$ cat src/flr_pkg.sv
// Shared types and constants for the fixed-point line rasterizer.
// No dependencies; imported by flr_ctrl, flr_dp and the top level.
`timescale 1ns / 1ps

package flr_pkg;

  localparam int FRAC_BITS_DEF = 16;
  localparam int MAX_DIM_DEF   = 4096;

  // Bounds-check register reset values
  localparam int WIDTH_RST  = 640;
  localparam int HEIGHT_RST = 480;

  // Request codes
  localparam logic REQ_START = 1'b0;
  localparam logic REQ_STEP  = 1'b1;

  // Configuration register indexes
  localparam int CFG_IDX_W = 1;
  localparam logic [CFG_IDX_W-1:0] CFG_IMAGE_WIDTH  = 1'b0;
  localparam logic [CFG_IDX_W-1:0] CFG_IMAGE_HEIGHT = 1'b1;

  typedef enum logic [1:0] {
    S_IDLE,
    S_SETUP,
    S_DIV
  } state_t;

  typedef struct packed {
    logic capture;  // latch endpoints of a start beat
    logic setup;    // pick major axis, load line state, emit far endpoint
    logic div_run;  // one slope-division iteration
    logic pixel;    // emit one stepped pixel and advance
  } cmd_t;

  typedef struct packed {
    logic out_valid;
    logic line_active;
    logic div_last;
  } status_t;

endpackage

$ cat src/fixed_point_line_rasterizer.sv
// Step beat: accepted one per cycle while idle and the output is not
// stalled; pixel valid the cycle after acceptance if a line is active.
// Start beat: capture, setup (far endpoint emitted, held off by a stalled
// output), then the bit-serial slope divider; next beat taken once it is done.
// Reset (rst_n low, synchronous): no active line, output empty,
// image_width = 640, image_height = 480.
`timescale 1ns / 1ps

module fixed_point_line_rasterizer import flr_pkg::*; #(
  parameter int FRAC_BITS = FRAC_BITS_DEF,
  parameter int MAX_DIM   = MAX_DIM_DEF
) (
  input  logic                                 clk,
  input  logic                                 rst_n,
  input  logic                                 in_valid,
  output logic                                 in_ready,
  input  logic                                 in_req_type,
  input  logic [$clog2(MAX_DIM)+FRAC_BITS-1:0] in_x_start,
  input  logic [$clog2(MAX_DIM)+FRAC_BITS-1:0] in_y_start,
  input  logic [$clog2(MAX_DIM)+FRAC_BITS-1:0] in_x_end,
  input  logic [$clog2(MAX_DIM)+FRAC_BITS-1:0] in_y_end,
  input  logic [7:0]                           in_pixel_value,
  output logic                                 out_valid,
  input  logic                                 out_ready,
  output logic [$clog2(MAX_DIM):0]             out_pixel_x,
  output logic [$clog2(MAX_DIM):0]             out_pixel_y,
  output logic                                 out_in_image,
  output logic [7:0]                           out_value_out,
  output logic                                 out_last_pixel,
  input  logic                                 cfg_valid,
  output logic                                 cfg_ready,
  input  logic [CFG_IDX_W-1:0]                 cfg_index,
  input  logic [$clog2(MAX_DIM):0]             cfg_data
);

  localparam int CW = $clog2(MAX_DIM) + 1;

  logic [CW-1:0] image_width_r, image_height_r;
  cmd_t          cmd;
  status_t       status;

  assign cfg_ready = 1'b1;

  always_ff @(posedge clk) begin
    if (!rst_n) begin
      image_width_r  <= CW'(WIDTH_RST);
      image_height_r <= CW'(HEIGHT_RST);
    end else if (cfg_valid && cfg_ready) begin
      case (cfg_index)
        CFG_IMAGE_WIDTH:  image_width_r  <= cfg_data;
        CFG_IMAGE_HEIGHT: image_height_r <= cfg_data;
        default: ;
      endcase
    end
  end

  flr_ctrl u_ctrl (
    .clk         (clk),
    .rst_n       (rst_n),
    .in_valid    (in_valid),
    .in_req_type (in_req_type),
    .out_ready   (out_ready),
    .status      (status),
    .in_ready    (in_ready),
    .cmd         (cmd)
  );

  flr_dp #(
    .FRAC_BITS (FRAC_BITS),
    .MAX_DIM   (MAX_DIM)
  ) u_dp (
    .clk            (clk),
    .rst_n          (rst_n),
    .cmd            (cmd),
    .status         (status),
    .in_x_start     (in_x_start),
    .in_y_start     (in_y_start),
    .in_x_end       (in_x_end),
    .in_y_end       (in_y_end),
    .in_pixel_value (in_pixel_value),
    .image_width    (image_width_r),
    .image_height   (image_height_r),
    .out_ready      (out_ready),
    .out_valid      (out_valid),
    .out_pixel_x    (out_pixel_x),
    .out_pixel_y    (out_pixel_y),
    .out_in_image   (out_in_image),
    .out_value_out  (out_value_out),
    .out_last_pixel (out_last_pixel)
  );

endmodule

$ cat src/flr_ctrl.sv
// Sequencing state machine for the line rasterizer.
// Depends on flr_pkg; drives flr_dp through cmd_t and reads status_t.
`timescale 1ns / 1ps

module flr_ctrl import flr_pkg::*; (
  input  logic    clk,
  input  logic    rst_n,
  input  logic    in_valid,
  input  logic    in_req_type,
  input  logic    out_ready,
  input  status_t status,
  output logic    in_ready,
  output cmd_t    cmd
);

  state_t state_r, state_nxt;
  logic   out_stall;
  logic   accept;

  // output slot is free when empty or being drained this cycle
  assign out_stall = status.out_valid && !out_ready;
  assign in_ready  = (state_r == S_IDLE) && !out_stall;
  assign accept    = in_valid && in_ready;

  always_ff @(posedge clk) begin
    if (!rst_n) begin
      state_r <= S_IDLE;
    end else begin
      state_r <= state_nxt;
    end
  end

  always_comb begin
    state_nxt = state_r;
    case (state_r)
      S_IDLE: begin
        if (accept && (in_req_type == REQ_START)) state_nxt = S_SETUP;
      end
      S_SETUP: begin
        if (!out_stall) state_nxt = S_DIV;
      end
      S_DIV: begin
        if (status.div_last) state_nxt = S_IDLE;
      end
      default: state_nxt = S_IDLE;
    endcase
  end

  always_comb begin
    cmd         = '0;
    cmd.capture = accept && (in_req_type == REQ_START);
    cmd.pixel   = accept && (in_req_type == REQ_STEP) && status.line_active;
    case (state_r)
      S_SETUP: cmd.setup   = !out_stall;
      S_DIV:   cmd.div_run = 1'b1;
      default: ;
    endcase
  end

endmodule

$ cat src/flr_dp.sv
// Datapath of the line rasterizer: endpoint capture, axis selection,
// bit-serial slope divider, DDA stepper and output register. Uses flr_pkg.
`timescale 1ns / 1ps

module flr_dp import flr_pkg::*; #(
  parameter int FRAC_BITS = FRAC_BITS_DEF,
  parameter int MAX_DIM   = MAX_DIM_DEF
) (
  input  logic                                 clk,
  input  logic                                 rst_n,
  input  cmd_t                                 cmd,
  output status_t                              status,
  input  logic [$clog2(MAX_DIM)+FRAC_BITS-1:0] in_x_start,
  input  logic [$clog2(MAX_DIM)+FRAC_BITS-1:0] in_y_start,
  input  logic [$clog2(MAX_DIM)+FRAC_BITS-1:0] in_x_end,
  input  logic [$clog2(MAX_DIM)+FRAC_BITS-1:0] in_y_end,
  input  logic [7:0]                           in_pixel_value,
  input  logic [$clog2(MAX_DIM):0]             image_width,
  input  logic [$clog2(MAX_DIM):0]             image_height,
  input  logic                                 out_ready,
  output logic                                 out_valid,
  output logic [$clog2(MAX_DIM):0]             out_pixel_x,
  output logic [$clog2(MAX_DIM):0]             out_pixel_y,
  output logic                                 out_in_image,
  output logic [7:0]                           out_value_out,
  output logic                                 out_last_pixel
);

  localparam int IN_W   = $clog2(MAX_DIM) + FRAC_BITS;
  localparam int CW     = $clog2(MAX_DIM) + 1;
  localparam int HW     = IN_W + 1;          // endpoint plus half pixel
  localparam int CNT_W  = IN_W - FRAC_BITS;
  localparam int QW     = FRAC_BITS + 1;     // |step| <= 1.0
  localparam int SW     = FRAC_BITS + 2;
  localparam int ACC_W  = IN_W + 2;
  localparam int DCW    = $clog2(FRAC_BITS + 1);
  localparam logic [HW-1:0]  HALF     = HW'(1) << (FRAC_BITS - 1);
  localparam logic [DCW-1:0] DIV_LAST = DCW'(FRAC_BITS);

  // captured endpoints, already offset by half a pixel
  logic [HW-1:0]    xh1_r, yh1_r, xh2_r, yh2_r;
  logic [7:0]       held_value_r;

  // line state
  logic [CW-1:0]    major_coord_r;
  logic [ACC_W-1:0] minor_accum_r;
  logic [SW-1:0]    minor_step_r;
  logic [CNT_W-1:0] remaining_count_r;
  logic             x_is_major_r;
  logic             line_active_r;

  // divider
  logic [IN_W-1:0]  div_r, rem_r, rem_nxt;
  logic [QW-1:0]    q_r, q_nxt;
  logic             neg_r;
  logic [DCW-1:0]   dcnt_r;

  // output register
  logic             out_valid_r;
  logic [CW-1:0]    out_x_r, out_y_r;
  logic             out_in_r, out_last_r;
  logic [7:0]       out_val_r;

  // ---------------- axis selection ----------------
  logic            dx_neg, dy_neg, x_major, maj_neg, min_neg;
  logic [IN_W-1:0] ax, ay, amaj, amin;
  logic [HW-1:0]   sx, sy, fx, fy, maj_start, min_start;

  always_comb begin
    dx_neg  = xh2_r < xh1_r;
    dy_neg  = yh2_r < yh1_r;
    ax      = dx_neg ? IN_W'(xh1_r - xh2_r) : IN_W'(xh2_r - xh1_r);
    ay      = dy_neg ? IN_W'(yh1_r - yh2_r) : IN_W'(yh2_r - yh1_r);
    x_major = ax > ay;  // ties go to y
    maj_neg = x_major ? dx_neg : dy_neg;
    min_neg = x_major ? dy_neg : dx_neg;
    amaj    = x_major ? ax : ay;
    amin    = x_major ? ay : ax;
    // order endpoints so the major coordinate rises
    sx = maj_neg ? xh2_r : xh1_r;
    sy = maj_neg ? yh2_r : yh1_r;
    fx = maj_neg ? xh1_r : xh2_r;
    fy = maj_neg ? yh1_r : yh2_r;
    maj_start = x_major ? sx : sy;
    min_start = x_major ? sy : sx;
  end

  // ---------------- restoring divider, one quotient bit a cycle ----------------
  logic [IN_W:0] trial, trial_diff;
  logic          ge;
  logic [SW-1:0] q_ext;

  always_comb begin
    // first iteration yields the integer bit without a shift
    trial      = (dcnt_r == '0) ? {1'b0, rem_r} : {rem_r, 1'b0};
    trial_diff = trial - {1'b0, div_r};
    ge         = trial >= {1'b0, div_r};
    rem_nxt    = ge ? trial_diff[IN_W-1:0] : trial[IN_W-1:0];
    q_nxt      = {q_r[QW-2:0], ge};
    q_ext      = {1'b0, q_nxt};
  end

  // ---------------- DDA pixel ----------------
  logic          acc_neg, last;
  logic [CW-1:0] mn, px, py;

  always_comb begin
    acc_neg = minor_accum_r[ACC_W-1];
    mn      = acc_neg ? '0 : minor_accum_r[ACC_W-2:FRAC_BITS];
    px      = x_is_major_r ? major_coord_r : mn;
    py      = x_is_major_r ? mn : major_coord_r;
    last    = remaining_count_r == '0;
  end

  // ---------------- output selection ----------------
  logic [CW-1:0] ld_x, ld_y;
  logic          ld_neg;

  always_comb begin
    ld_x   = cmd.setup ? fx[HW-1:FRAC_BITS] : px;
    ld_y   = cmd.setup ? fy[HW-1:FRAC_BITS] : py;
    ld_neg = cmd.setup ? 1'b0 : acc_neg;
  end

  // ---------------- registers ----------------
  always_ff @(posedge clk) begin
    if (!rst_n) begin
      line_active_r <= 1'b0;
      out_valid_r   <= 1'b0;
      dcnt_r        <= '0;
    end else begin
      if (cmd.setup || cmd.pixel) begin
        out_valid_r <= 1'b1;
      end else if (out_ready) begin
        out_valid_r <= 1'b0;
      end
      if (cmd.capture) begin
        line_active_r <= 1'b0;
      end else if (cmd.setup) begin
        line_active_r <= 1'b1;
      end else if (cmd.pixel && last) begin
        line_active_r <= 1'b0;
      end
      if (cmd.setup) begin
        dcnt_r <= '0;
      end else if (cmd.div_run) begin
        dcnt_r <= dcnt_r + DCW'(1);
      end
    end
  end

  always_ff @(posedge clk) begin
    if (cmd.capture) begin
      xh1_r        <= {1'b0, in_x_start} + HALF;
      yh1_r        <= {1'b0, in_y_start} + HALF;
      xh2_r        <= {1'b0, in_x_end} + HALF;
      yh2_r        <= {1'b0, in_y_end} + HALF;
      held_value_r <= in_pixel_value;
    end
    if (cmd.setup) begin
      x_is_major_r      <= x_major;
      major_coord_r     <= maj_start[HW-1:FRAC_BITS];
      minor_accum_r     <= {1'b0, min_start};
      remaining_count_r <= amaj[IN_W-1:FRAC_BITS];
      div_r             <= amaj | IN_W'(1);
      rem_r             <= amin;
      neg_r             <= maj_neg ^ min_neg;
      q_r               <= '0;
    end else if (cmd.div_run) begin
      rem_r <= rem_nxt;
      q_r   <= q_nxt;
      if (dcnt_r == DIV_LAST) begin
        minor_step_r <= neg_r ? SW'(-q_ext) : q_ext;
      end
    end else if (cmd.pixel) begin
      major_coord_r <= major_coord_r + CW'(1);
      minor_accum_r <= minor_accum_r
                       + {{(ACC_W-SW){minor_step_r[SW-1]}}, minor_step_r};
      if (!last) begin
        remaining_count_r <= remaining_count_r - CNT_W'(1);
      end
    end
    if (cmd.setup || cmd.pixel) begin
      out_x_r    <= ld_x;
      out_y_r    <= ld_y;
      out_in_r   <= !ld_neg && (ld_x < image_width) && (ld_y < image_height);
      out_val_r  <= held_value_r;
      out_last_r <= cmd.pixel && last;
    end
  end

  always_comb begin
    status.out_valid   = out_valid_r;
    status.line_active = line_active_r;
    status.div_last    = cmd.div_run && (dcnt_r == DIV_LAST);
  end

  assign out_valid      = out_valid_r;
  assign out_pixel_x    = out_x_r;
  assign out_pixel_y    = out_y_r;
  assign out_in_image   = out_in_r;
  assign out_value_out  = out_val_r;
  assign out_last_pixel = out_last_r;

endmodule
$ cat config.mk
export PLATFORM = sky130hd
export DESIGN_NAME = fixed_point_line_rasterizer
export DESIGN_NICKNAME = d
export VERILOG_FILES = /design/src/flr_pkg.sv /design/src/fixed_point_line_rasterizer.sv /design/src/flr_ctrl.sv /design/src/flr_dp.sv
export SDC_FILE = /design/constraint.sdc
export NUM_CORES = 1
export LEC_CHECK = 0
export ABC_AREA = 1
export BUFFER_PORTS_ARGS = -buffer_cell sky130_fd_sc_hd__buf_2
export CORE_UTILIZATION = 35
export CTS_CLUSTER_SIZE = 25
export DETAILED_ROUTE_END_ITERATION = 8
export SYNTH_ARGS = -nofsm -noshare
export SYNTH_HDL_FRONTEND = slang
export SYNTH_SLANG_ARGS = --single-unit
export TNS_END_PERCENT = 10
$ cat constraint.sdc
create_clock -name clk -period 10.9 [get_ports clk]
set_input_delay 0.545 -clock clk [delete_from_list [all_inputs] [get_ports clk]]
set_output_delay 0.545 -clock clk [all_outputs]
set_load 0.1 [all_outputs]
==> Word-level counts from Yosys, hierarchy flattened <==
Index checks and enable logic that the tools add are counted.
Widths: inputs -> output; s select.
{ "word_totals": {"ff_bits": 341, "in_bits": 140, "wordCells": 134, "out_inout_bits": 39} }
{ "classes": {"bitwise_logic": 6, "add_sub_neg": 14, "magnitude_cmp": 6, "n_eq_ne": 8, "n_mux": 43, "n_reduce_logical": 30} }
{ "ops": {"columns": ["operator", "n"], "rows": [
  ["$mux 29", 10],
  ["$mux 28", 7],
  ["$sub 28x28->28", 5],
  ["$add 28x16->29 const B", 4],
  ["$mux 13", 8],
  ["$lt 29x29->1", 2],
  ["$mux 12", 4],
  ["$add 30x30->30", 1],
  ["$ge 29x28->1", 1],
  ["$gt 28x28->1", 1],
  ["$lt 13x13->1", 2],
  ["$neg 17->18", 1],
  ["$mux 17", 1],
  ["$add 13x1->13 const B", 1],
  ["$logic_not 12->1", 1],
  ["$sub 12x1->12 const B", 1],
  ["$logic_and 1x1->1", 10],
  ["$mux 1", 9],
  ["$reduce_and 3->1", 3],
  ["$reduce_and 2->1", 4],
  ["$reduce_bool 2->1", 4],
  ["$mux 2", 3],
  ["$ne 2x2->1 const B", 3],
  ["$pmux 2 s3", 1],
  ["other kinds (12)", 20]
]} }

==> Logic depth before layout (Yosys ltp) <==
{ "logic_depth": {"depth_word": 10, "ltp_mapped": 43, "ltp_nobuf": 39} }

==> Modules after synthesis <==
From an unflattened synthesis, not the netlist that was laid out.
{ "hier_totals": {"cells_unflattened": 3740, "hier_area_um2": 27831.7} }
{ "by_module_without_submodules": {"columns": ["mod", "area_per_inst_um2", "cells_each", "seq_area_each_um2", "instances"], "rows": [
  ["flr_dp", 26580.5, 3572, 9158.8, 1],
  ["fixed_point_line_rasterizer", 1107.3, 143, 520.5, 1],
  ["flr_ctrl", 143.9, 25, 40.0, 1]
]} }

==> Worst setup path before layout <==
OpenSTA, ideal clock, no wires.
{ "synth_path": {"path_kind": "register to register", "start": "register u_dp.out_valid_r (netlist: u_dp.out_valid)", "end": "register u_dp.held_value_r[0], enable pin", "period_less_slack_ns": 9.017, "path_buffers": 0, "arrival_ns": 8.405, "setup_slack_ns": 1.883, "setup_ns": 0.612, "required_time_ns": 10.288, "path_stages_with_launch": 6, "path_cell_list": "dfxtp_1 inv_1 nor2_1 nor3_1 nand2_1 nor2_1"} }
{ "synth_rtl": {"columns": ["item", "line_no", "source"], "rows": [
  ["from (decl)", "flr_dp.sv:59", "logic out_valid_r;"],
  ["from (signal assigned)", "flr_dp.sv:129", "out_valid_r <= 1'b0;"],
  ["from (signal assigned)", "flr_dp.sv:133", "out_valid_r <= 1'b1;"],
  ["from (signal assigned)", "flr_dp.sv:135", "out_valid_r <= 1'b0;"],
  ["to (signal assigned)", "flr_dp.sv:158", "held_value_r <= in_pixel_value;"],
  ["to (decl)", "flr_dp.sv:42", "logic [7:0] held_value_r;"]
]} }

==> Worst setup path after layout <==
{ "layout_path": {"start": "register u_dp.yh1_r[21]", "end": "register u_dp.out_in_r (netlist: u_dp.out_in_image), data pin"} }
{ "layout_between": {"elab_chain_len": 9, "elab_cells_between_ends": 14, "classes_between": "add/sub: 2; order compare: 4; mux: 6; reduce/logical: 2"} }
{ "layout_rtl": {"columns": ["item", "line_no", "source"], "rows": [
  ["from (decl)", "flr_dp.sv:41", "logic [HW-1:0] xh1_r, yh1_r, xh2_r, yh2_r;"],
  ["from (signal assigned)", "flr_dp.sv:155", "yh1_r <= {1'b0, in_y_start} + HALF;"],
  ["$sub 28x28->28 / $lt 29x29->1 (equally long branches)", "flr_dp.sv:73, flr_dp.sv:71", null],
  ["$mux 28", "flr_dp.sv:73", "ay = dy_neg ? IN_W'(yh1_r - yh2_r) : IN_W'(yh2_r - yh1_r);"],
  ["$gt 28x28->1", "flr_dp.sv:74", "x_major = ax > ay;"],
  ["$mux 1 (*)", "flr_dp.sv:75", "maj_neg = x_major ? dx_neg : dy_neg;"],
  ["$mux 29 (*)", "flr_dp.sv:82", "fx = maj_neg ? xh1_r : xh2_r;"],
  ["$mux 13 (*)", "flr_dp.sv:120", "ld_x = cmd.setup ? fx[HW-1:FRAC_BITS] : px;"],
  ["named net u_dp.ld_x[8]", "flr_dp.sv:116", "logic [CW-1:0] ld_x, ld_y;"],
  ["$lt 13x13->1 (*)", "flr_dp.sv:186", "out_in_r <= !ld_neg && (ld_x < image_width) && (ld_y < image_height);"],
  ["$logic_and 1x1->1 (*) (2 in series)", "flr_dp.sv:186", null],
  ["to (signal assigned)", "flr_dp.sv:186", null],
  ["to (decl)", "flr_dp.sv:61", "logic out_in_r, out_last_r;"]
]} }
Mark *: on every way through the listed nets, which the timed path passes. The rest lies on a longest branch.
A chain may end at the register's enable or synchronous reset.

==> results.md <==
- CP required: 11.39 ns
- Commonest cells after routing, fill and taps aside: 781 x nand2_1, 527 x inv_1, 328 x o21ai_0
- Synth warnings: 0
- Share of the synthesized area in the top cell type: 0.3138
- P_sw: about 0.0019 W
- Root Buffer: clkbuf_16
- Vias per cell: 5.178
- Critical path fanouts, max: 67
- Initial Utilization: 0.3552
- Netlist cell types: 65
- ANT nets after route: 0
- DIE AREA: 0.08014 mm2
- Switching share of power: 0.3996
- Flop pwr share: 0.329
- Post-DP Area: a little under 0.03 mm2
- Worst path bufs/invs: 5
- Post-cts gate resize count: 0
- Grt total ovfl: 0
- Reg-to-reg startpoint: u_dp.yh1_r[21]
- Leakage power: 13.79 nW
- CTS tree: built
- Number of synthesized flops with an enable pin: ~290
- Final nets: ~4,200
- Cell mode on critical path: nand2_1
- RSZ-0062 raised after global routing: no
- Critical Path End Type: flip-flop
- Clock network power share: 0.301
- Final Power: 0.004839 W
- Max Clock Skew: around 0.042 ns
- Worst setup endpoint: u_dp.out_in_image
- Fmax: 0.1318 GHz
- Global-route wire length before repair: 142,200 um
- Port Buffers: about 180
- CP max stage delay: 0.69 ns
- CTS Buf Count: 42
- TNS Setup: 0 ns
- R2r endpoint: u_dp.out_in_image
- Combinational share of power: 0.370
- Area leader, netlist: edfxtp_1
- Initial antenna violation count: 2
- Final Slew Violations: 0
- Worst slew pin tran: 1.055 ns
- Core ar.: 0.07785 mm2
- Critical Path Source: u_dp.yh1_r[21]
- PwrDens: 156.8 mW/mm2
- Avg Cell Area, Syn: 7.531 um2
- Die width: 283.1 um
- Final setup fails: 0
- Drt total wl: 93,170 um
- Final HPWL DP: ~75,000 um
- Startpoint Class: flip-flop
- Sequential cell area fraction in the yosys report: 0.3514
- Syn_nets: 4,048
- Reg2reg path depth: 33
- CP top delay family: simple AND/OR/NAND/NOR gates
- Final instance area: 0.03086 mm2
- Synth area leaders: edfxtp_1 31%, nand2_1 11%, ha_1 10%
- Pint: 0.002905 W
- Routed len/inst: 19.12 um
- Total GRT Usage: 0.2274
- Post-CTS Hold Buffers: 0
- Post-CTS setup buffers: 0
- # rows: 102
- Flop-to-flop setup slack: roughly 3.3 ns
- Status: complete, no violations
- Slowest CP cell: xor2_1
- Ys async rst share: 0
- DR vias: 25,230
- Share of layout cells above drive strength 1: 0.08903
- Flop and latch count out of synthesis: 341
- Final hold vios: 0
- Setup CP Type: reg2reg
- Synth Cell Area: approximately 0.028 mm2
- H-tree Lvls: 2
- Synthesized instance count: 3,672
- CTS max path bufs: 3
- Min-delay src: in_pixel_value[7]
- I/O pin cnt: 179
- VDD IR max: 0.1203 mV
- Final period utilization: 0.6960
- # Max-Cap Violations: 0
- Clock latency on the worst-skew pair: 0.62 ns
- Initial drt markers: 2,256
- Global placement routability congestion: 0.9782
- Worst Path Arrival: approximately 8.1 ns
- CTS clk-pin slew, worst paths: 0.06 ns
- Critical Path Stages: 33
- Largest net degree at the start of global routing: 174
- Hold crit path type: in2reg
- Vias in the first global route: 24,560
- Clock sink count: 341
- Slew HR: 0.2945
- Layout area overhead: 11.60%
- Synth Flop Type: edfxtp_1
- Die Y: 283.1 um
- DRC: 0
- Tmin final: 7.586 ns
- Drt pass-1 iters: 6
- Commonest non-fill, non-tap cell in the layout: nand2_1
-- how the worst min path moves through the flow --
| stage | cells after the start | slack (ns) | end |
|---|---|---|---|
| after detailed placement | 0 | 0.40 | u_dp.out_value_out[7] |
| after floorplan | 0 | 0.40 | u_dp.out_value_out[0] |
| after global placement | 0 | 0.40 | u_dp.out_value_out[7] |
| final | 1 | 0.10 | u_dp.held_value_r[7] |
| after CTS | 1 | 0.06 | u_dp.held_value_r[1] |
| after global routing | 1 | 0.07 | u_dp.held_value_r[6] |
-- registers in the layout (all words and copies together) (netlist names), 2 cells and up --
| name | flops |
|---|---|
| u_dp.xh2_r | 29 |
| image_height_r | 13 |
| u_dp.q_r | 16 |
| u_dp.major_coord_r | 13 |
| u_dp.yh1_r | 29 |
| u_dp.held_value_r | 8 |
| u_dp.out_value_out | 8 |
| u_dp.dcnt_r | 5 |
| u_ctrl.state_r | 2 |
| u_dp.yh2_r | 29 |
| u_dp.minor_step_r | 18 |
| u_dp.div_r | 27 |
| image_width_r | 13 |
| u_dp.rem_r | 28 |
| u_dp.minor_accum_r | 30 |
| u_dp.out_pixel_x | 13 |
| u_dp.out_pixel_y | 13 |
| u_dp.xh1_r | 29 |
| u_dp.remaining_count_r | 12 |
-- cell type report --
class	instances	area [um2]
Clock inverter	28	334.1
Fill cell	8202	46990
Sequential cell	341	9719
Tap cell	1040	1301
Multi-Input combinational cell	2683	15370
Antenna cell	2	5.005
Timing Repair Buffer	193	1018
Clock buffer	50	1101
Inverter	535	2009
-- through the flow --
stage	instances	setup slack [ns]	hold slack, ns	util
after floorplan	3672	1.883	0.4003	-
after global placement	4792	3.523	0.4008	0.3779
after detailed placement	4792	3.481	0.4045	0.3779
after CTS	4870	3.432	0.06062	0.3964
after global routing	4871	2.852	0.07107	0.3964
final	4872	3.314	0.1002	0.3964
-- kinds of logic (layout without fill, tap and decap cells) --
logic type               Yosys count  in the layout  share of synthesized area
AND/OR/NAND/NOR                 1320           1320                     0.1990
AO/OA/AOI/OAI                    933            933                     0.1862
buffers and inverters            648            806                    0.09325
flip-flops                       341            341                     0.3514
adder cells (fa/ha/maj)          236            236                     0.1084
XOR/XNOR                         189            189                    0.06013
multiplexers                       4              4                   0.001448
other                              1              3                  0.0001356
-- layer usage --
| layer | track usage | vias up | wire length (um) | part of all wire |
|---|---|---|---|---|
| li1 | - | 12520 | - | - |
| met1 | 0.3039 | 11800 | 42070 | 0.45 |
| met2 | 0.3814 | 749 | 43420 | 0.47 |
| met3 | 0.02738 | 154 | 4780 | 0.051 |
| met4 | 0.07149 | 2 | 2893 | 0.031 |
| met5 | 0 | - | 13 | 0.00014 |
-- power by group through the flow --
stage / registers, W / clock network [W] / logic [W]
floorplan: 0.00166 / 0 / 0.00122
global route: 0.00160 / 0.00154 / 0.00199
detailed placement: 0.00162 / 0 / 0.00176
global placement: 0.00162 / 0 / 0.00176
CTS: 0.00159 / 0.00149 / 0.00177
finish: 0.00159 / 0.00146 / 0.00179
-- synth_stat cells, types with 14 or more instances --
library cell / instances
nand2_2: 14
nor3_1: 43
nor4_1: 15
nor2_1: 266
nand2_1: 783
o22ai_1: 33
xor2_1: 149
xnor2_1: 39
o21ai_1: 77
nand3_1: 122
nand4_1: 17
buf_2: 30
clkbuf_1: 53
dfxtp_1: 52
o211ai_1: 32
or2_2: 19
ha_1: 230
a21oi_1: 325
o21ai_0: 328
edfxtp_1: 289
o21bai_1: 30
a31oi_1: 28
inv_1: 527
a21o_1: 32
-- worst register-to-register path, delay by kind of cell (launching register included) --
family	cells	cell delay [ns]
buf+inv	5	0.96
fa+ha+maj	3	1.11
flops	1	0.43
simple gates	16	2.54
compound gates	8	1.72
xor+xnor	1	0.69
No activity file was read; power rests on OpenSTA's default activity.
